`src/rtl/core/gts_pkg.sv`:
```
// Shared types and constants of the trilinear grid sampler.
`timescale 1ns / 1ps

package gts_pkg;

    localparam int DATA_W    = 32;
    localparam int POS_W     = 32;
    localparam int INV_W     = 32;
    localparam int SIZE_W    = 6;
    localparam int IDX_W     = 5;
    localparam int FRAC_W    = 24;
    localparam int PROD_W    = 64;
    localparam int NODE_CW   = 34;
    localparam int BLEND_W   = 34;
    localparam int ACC_W     = 58;
    localparam int CFG_IDX_W = 2;
    localparam int STEP_W    = 4;

    localparam logic [CFG_IDX_W-1:0] REG_INV_SPACING = 2'd0;
    localparam logic [CFG_IDX_W-1:0] REG_SIZE_X      = 2'd1;
    localparam logic [CFG_IDX_W-1:0] REG_SIZE_Y      = 2'd2;
    localparam logic [CFG_IDX_W-1:0] REG_SIZE_Z      = 2'd3;

    localparam logic [INV_W-1:0]  INV_SPACING_RST = 32'd65536;
    localparam logic [SIZE_W-1:0] SIZE_RST        = 6'd32;

    localparam logic OP_WRITE = 1'b0;
    localparam logic OP_QUERY = 1'b1;

    // sequencer steps of one in-grid query
    localparam logic [STEP_W-1:0] STEP_X_FIRST = 4'd1;
    localparam logic [STEP_W-1:0] STEP_X_LAST  = 4'd4;
    localparam logic [STEP_W-1:0] STEP_C_FIRST = 4'd3;
    localparam logic [STEP_W-1:0] STEP_C_LAST  = 4'd6;
    localparam logic [STEP_W-1:0] STEP_Y0      = 4'd5;
    localparam logic [STEP_W-1:0] STEP_Y1      = 4'd7;
    localparam logic [STEP_W-1:0] STEP_E0      = 4'd7;
    localparam logic [STEP_W-1:0] STEP_E1      = 4'd9;
    localparam logic [STEP_W-1:0] STEP_Z       = 4'd10;
    localparam logic [STEP_W-1:0] STEP_LAST    = 4'd12;

    typedef enum logic [2:0] {
        ST_IDLE,
        ST_MUL,
        ST_NODE,
        ST_RUN,
        ST_DONE
    } t_state;

    typedef struct packed {
        logic [INV_W-1:0]  inv_spacing;
        logic [SIZE_W-1:0] size_x;
        logic [SIZE_W-1:0] size_y;
        logic [SIZE_W-1:0] size_z;
    } t_cfg;

    typedef struct packed {
        logic [POS_W-1:0] pos_x;
        logic [POS_W-1:0] pos_y;
        logic [POS_W-1:0] pos_z;
    } t_pos;

    typedef struct packed {
        logic              ok;
        logic [FRAC_W-1:0] tx;
        logic [FRAC_W-1:0] ty;
        logic [FRAC_W-1:0] tz;
    } t_scale_res;

endpackage

```
`src/rtl/core/gts_blend.sv`:
```
// Two-stage linear blend lo*(1-t) + hi*t with round half up.
`timescale 1ns / 1ps

module gts_blend import gts_pkg::*; (
    input  logic                      i_clk,
    input  logic signed [DATA_W-1:0]  i_lo,
    input  logic signed [DATA_W-1:0]  i_hi,
    input  logic [FRAC_W-1:0]         i_t,
    output logic signed [BLEND_W-1:0] o_val
);

    logic signed [DATA_W:0]   r_d;
    logic signed [DATA_W-1:0] r_lo;
    logic [FRAC_W-1:0]        r_t;
    logic signed [ACC_W-1:0]  r_s;

    // lo*(1-t) + hi*t rewritten as lo + (hi-lo)*t
    always_ff @(posedge i_clk) begin
        r_d  <= {i_hi[DATA_W-1], i_hi} - {i_lo[DATA_W-1], i_lo};
        r_lo <= i_lo;
        r_t  <= i_t;
    end

    always_ff @(posedge i_clk) begin
        r_s <= r_d * $signed({1'b0, r_t}) + (r_lo <<< FRAC_W)
               + (ACC_W'(1) <<< (FRAC_W - 1));
    end

    assign o_val = r_s[ACC_W-1:FRAC_W];

endmodule

```
`config.mk`:
```
export PLATFORM = sky130hd
export DESIGN_NAME = gts_blend
export DESIGN_NICKNAME = d
export VERILOG_FILES = /design/src/rtl/core/gts_pkg.sv /design/src/rtl/core/gts_blend.sv
export SDC_FILE = /design/constraint.sdc
export NUM_CORES = 2
export LEC_CHECK = 0
export BUFFER_PORTS_ARGS = -buffer_cell sky130_fd_sc_hd__buf_4
export CAP_MARGIN = 25
export CORE_MARGIN = 3
export CORE_UTILIZATION = 37
export DETAILED_ROUTE_END_ITERATION = 10
export GPL_ROUTABILITY_DRIVEN = 0
export SKIP_CTS_REPAIR_TIMING = 1
export SYNTH_ARGS = -nofsm -noshare
export SYNTH_HDL_FRONTEND = slang
export SYNTH_SLANG_ARGS = --single-unit
export TNS_END_PERCENT = 50
```
`constraint.sdc`:
```
create_clock -name i_clk -period 12.9 [get_ports i_clk]
set_clock_uncertainty 0.1 [all_clocks]
set_input_delay 1.29 -clock i_clk [delete_from_list [all_inputs] [get_ports i_clk]]
set_output_delay 1.29 -clock i_clk [all_outputs]
set_load 0.03 [all_outputs]
```
==> summary.txt <==
Status
  • Outcome: complete, no violations

Worst setup path
  • Crit-path slowest cell: fa_1
  • Crit path max-delay family: adder cells
  • Delay of the slowest critical-path stage: 0.82 ns
  • Worst path cell trace: buf_4 -> nand2_1 -> fa_1 -> fa_1 -> fa_1 -> inv_1 -> fa_1 -> fa_1 -> fa_1 -> inv_1 -> fa_1 -> inv_1 -> ha_1 -> and4_1 -> and4_1 -> nor2b_1 -> a22oi_1 -> a311o_1 -> nand2b_1 -> a21oi_1 -> xnor2_1
  • Register-to-register setup slack: 4.77 ns
  • Worst Path Arrival: 8.46 ns
  • Crit path launch type: flip-flop
  • Worst flop-to-flop path startpoint: r_t[1]
  • Worst Reg2Reg Path Length in Cells: 21
  • CP startpoint: r_t[1]
  • Crit path buffers/inverters: 4
  • CP max FO: 28
  • Crit path top cell by count: fa_1
  • Worst setup EP type: flip-flop
  • Critical Path RT: 13.23 ns
  • Crit path kind: flip-flop to flip-flop
  • CP Depth: 21

Min path
  • Hold depth: 1
  • HP Start: i_t[13]
  • Hold WC Path Type: primary input to flip-flop

Floorplan
  • Die Span Y: 308.6 um
  • Core area: 90420 um^2
  • IO Pins: 123
  • Die W: 308.6 um
  • FP Rows: 110
  • Die footprint: 95230 um^2
  • Initial Utilization: 37.47%

STA
  • Rel. slew slack: 32.14%
  • RSZ-0062 raised after global routing: no
  • Setup TNS: 0 ns
  • Final WS setup: 4.769 ns
  • Min Tclk post-route: 8.131 ns
  • FMAX: 0.1230 GHz
  • Final max-slew violation count: 0
  • Fin Hold WS: 0.7818 ns
  • Final hold viol count: 0
  • Period utilization: 63.03%
  • Worst slew pin tran: 1.012 ns
  • Setup violators final: 0

Placed design
  • HPWL Detailed: 75.41 mm
  • IO buf count: 122
  • Post-placement setup slack: 4.764 ns
  • Placed cell count: 4828

Final layout
  • FF+latch area: 2476 um^2
  • Area grow syn2layout: 8.517%
  • Multi-input gate area: 26990 um^2
  • Share of layout cells above drive strength 1: 6.270%
  • Fill cells: 9001
  • # nets final: 4822
  • Fin cells: 4861

Drt
  • WL met2: 49.66 mm
  • Wirelength, routed: 94.59 mm
  • Antenna viol nets, final: 0
  • Met3 wire len: 4.268 mm
  • Vias: 23.37k
  • Starting DRT DRC Count: 1181
  • Mean number of vias per cell: 4.808
  • First-pass iteration count of the detailed router: 5
  • Post-route DRC violation count: 0
  • DR WL/cell: 19.46 um
  • Met1 wire length: 35.37 mm
  • Max Used Layer: met4

CTS
  • CTS tree: yes
  • Number of buffers created by CTS: 17
  • H-tree levels: 4
  • Clock Latency Late Sink: 0.50 ns
  • Clock-pin slew on the worst setup and hold paths: 0.08 ns
  • CTS sink count: 123
  • CTS max path bufs: 2
  • Root Buffer: clkbuf_16

Yosys
  • Async SR Flop Fraction: 0%
  • Synthesized Nets: 4774
  • Avg Cell Area, Syn: 9.351 um^2
  • Synth cell types: 60
  • Cell Area, Synth: 33880 um^2
  • EDFF count, synth: 0
  • Commonest register cell after synthesis: dfxtp_1
  • Number of synthesis warnings: 0
  • #FFs+latches synth: 123
  • Post-synthesis cell count: 3623
  • Sequential area share after synthesis: 7.268%

Run
  • Number of max-cap violations: 0

Global route
  • Number of global-route vias before repair: 26.60k
  • Largest net degree at the start of global routing: 34
  • Initial antenna violation count: 3
  • Overall Global Routing Usage: 21.31%
  • Grt ovf: 0
  • First-pass GRT wire length: 153.0 mm
-- cell usage in the layout (no fill, tap or decap), types with 7 or more instances in the layout --
cell | synthesis | layout
inv_1 | 1028 | 1028
fa_1 | 857 | 857
and2_1 | 510 | 510
nand2_1 | 320 | 320
ha_1 | 205 | 205
buf_4 | 0 | 175
dfxtp_1 | 123 | 112
a21oi_1 | 75 | 75
xnor2_1 | 47 | 47
a21o_1 | 42 | 42
nor2_1 | 31 | 31
xor2_1 | 23 | 23
nand3_1 | 20 | 20
o21ai_1 | 17 | 17
clkbuf_16 | 0 | 17
o21ai_0 | 16 | 16
nand2b_1 | 16 | 16
nor3_1 | 16 | 16
o21bai_1 | 13 | 13
nand4_1 | 12 | 12
dfxtp_2 | 0 | 11
o211ai_1 | 8 | 8
and3_1 | 8 | 8
o21a_1 | 8 | 8
a211oi_1 | 7 | 7
-- flip-flops by register name, indices dropped and copies added, names as in the netlist --
signal and flops:
r_d 33, r_lo 32, r_s 34, r_t 24
-- cells in the mapped netlist (4+ instances only) --
library cell / count / share of area (%)
nand3_1: 20 / 0.30
nor3_1: 16 / 0.24
nor2b_1: 6 / 0.11
a31oi_1: 4 / 0.074
a211oi_1: 7 / 0.16
dfxtp_1: 123 / 7.3
xor2_1: 23 / 0.59
o21bai_1: 13 / 0.29
o211ai_1: 8 / 0.18
o21ai_0: 16 / 0.24
nand2_1: 320 / 3.5
clkbuf_1: 146 / 1.6
a21oi_1: 75 / 1.1
nand4_1: 12 / 0.22
nor2_1: 31 / 0.34
inv_1: 1028 / 11
and3_1: 8 / 0.15
a21o_1: 42 / 0.93
a41oi_1: 4 / 0.10
and2_1: 510 / 9.4
o21ai_1: 17 / 0.25
xnor2_1: 47 / 1.2
o21a_1: 8 / 0.18
ha_1: 205 / 7.6
fa_1: 857 / 51
nand2b_1: 16 / 0.30
and4_1: 6 / 0.16
-- final cells by class --
type | count | share of cell area, %
Multi-Input combinational cell | 2322 | 73.42
Inverter | 1030 | 10.52
Sequential cell | 123 | 6.735
Tap cell | 1176 | 4.002
Timing Repair Buffer | 177 | 3.689
Clock buffer | 17 | 1.157
Clock inverter | 15 | 0.4731
Antenna cell | 1 | 0.006807
-- routing by layer --
metal / track usage (%) / up-vias
li1: - / 10460
met1: 24.82 / 12090
met2: 38.64 / 617
met3: 2.574 / 206
met4: 10.85 / 0
met5: 0 / -
-- cell families (layout without fill, tap and decap cells) --
logic type	Yosys count	in the layout	share of synthesized area (%)
AO/OA/AOI/OAI	237	237	4.713
XOR/XNOR	70	70	1.810
adder cells (fa/ha/maj)	1062	1062	58.21
buffers and inverters	1178	1239	13.06
flip-flops	123	123	7.268
other	0	1	0
AND/OR/NAND/NOR	953	953	14.94
-- final timing paths --
| path | to |
|---|---|
| hold / removal | r_t[13] |
| hold reg to reg | r_s[57] |
| setup / recovery | r_s[56] |
| setup reg to reg | r_s[56] |
-- stage by stage --
step	instance area, um^2	utilization, %
after floorplan	33880	-
after global placement	36120	39.94
after CTS	36760	40.65
after global routing	36760	40.65
final	36760	40.66
after detailed placement	36160	39.99
Power is not shown: default switching activity piles up to over one toggle a cycle in this logic, so the estimate is an artifact.
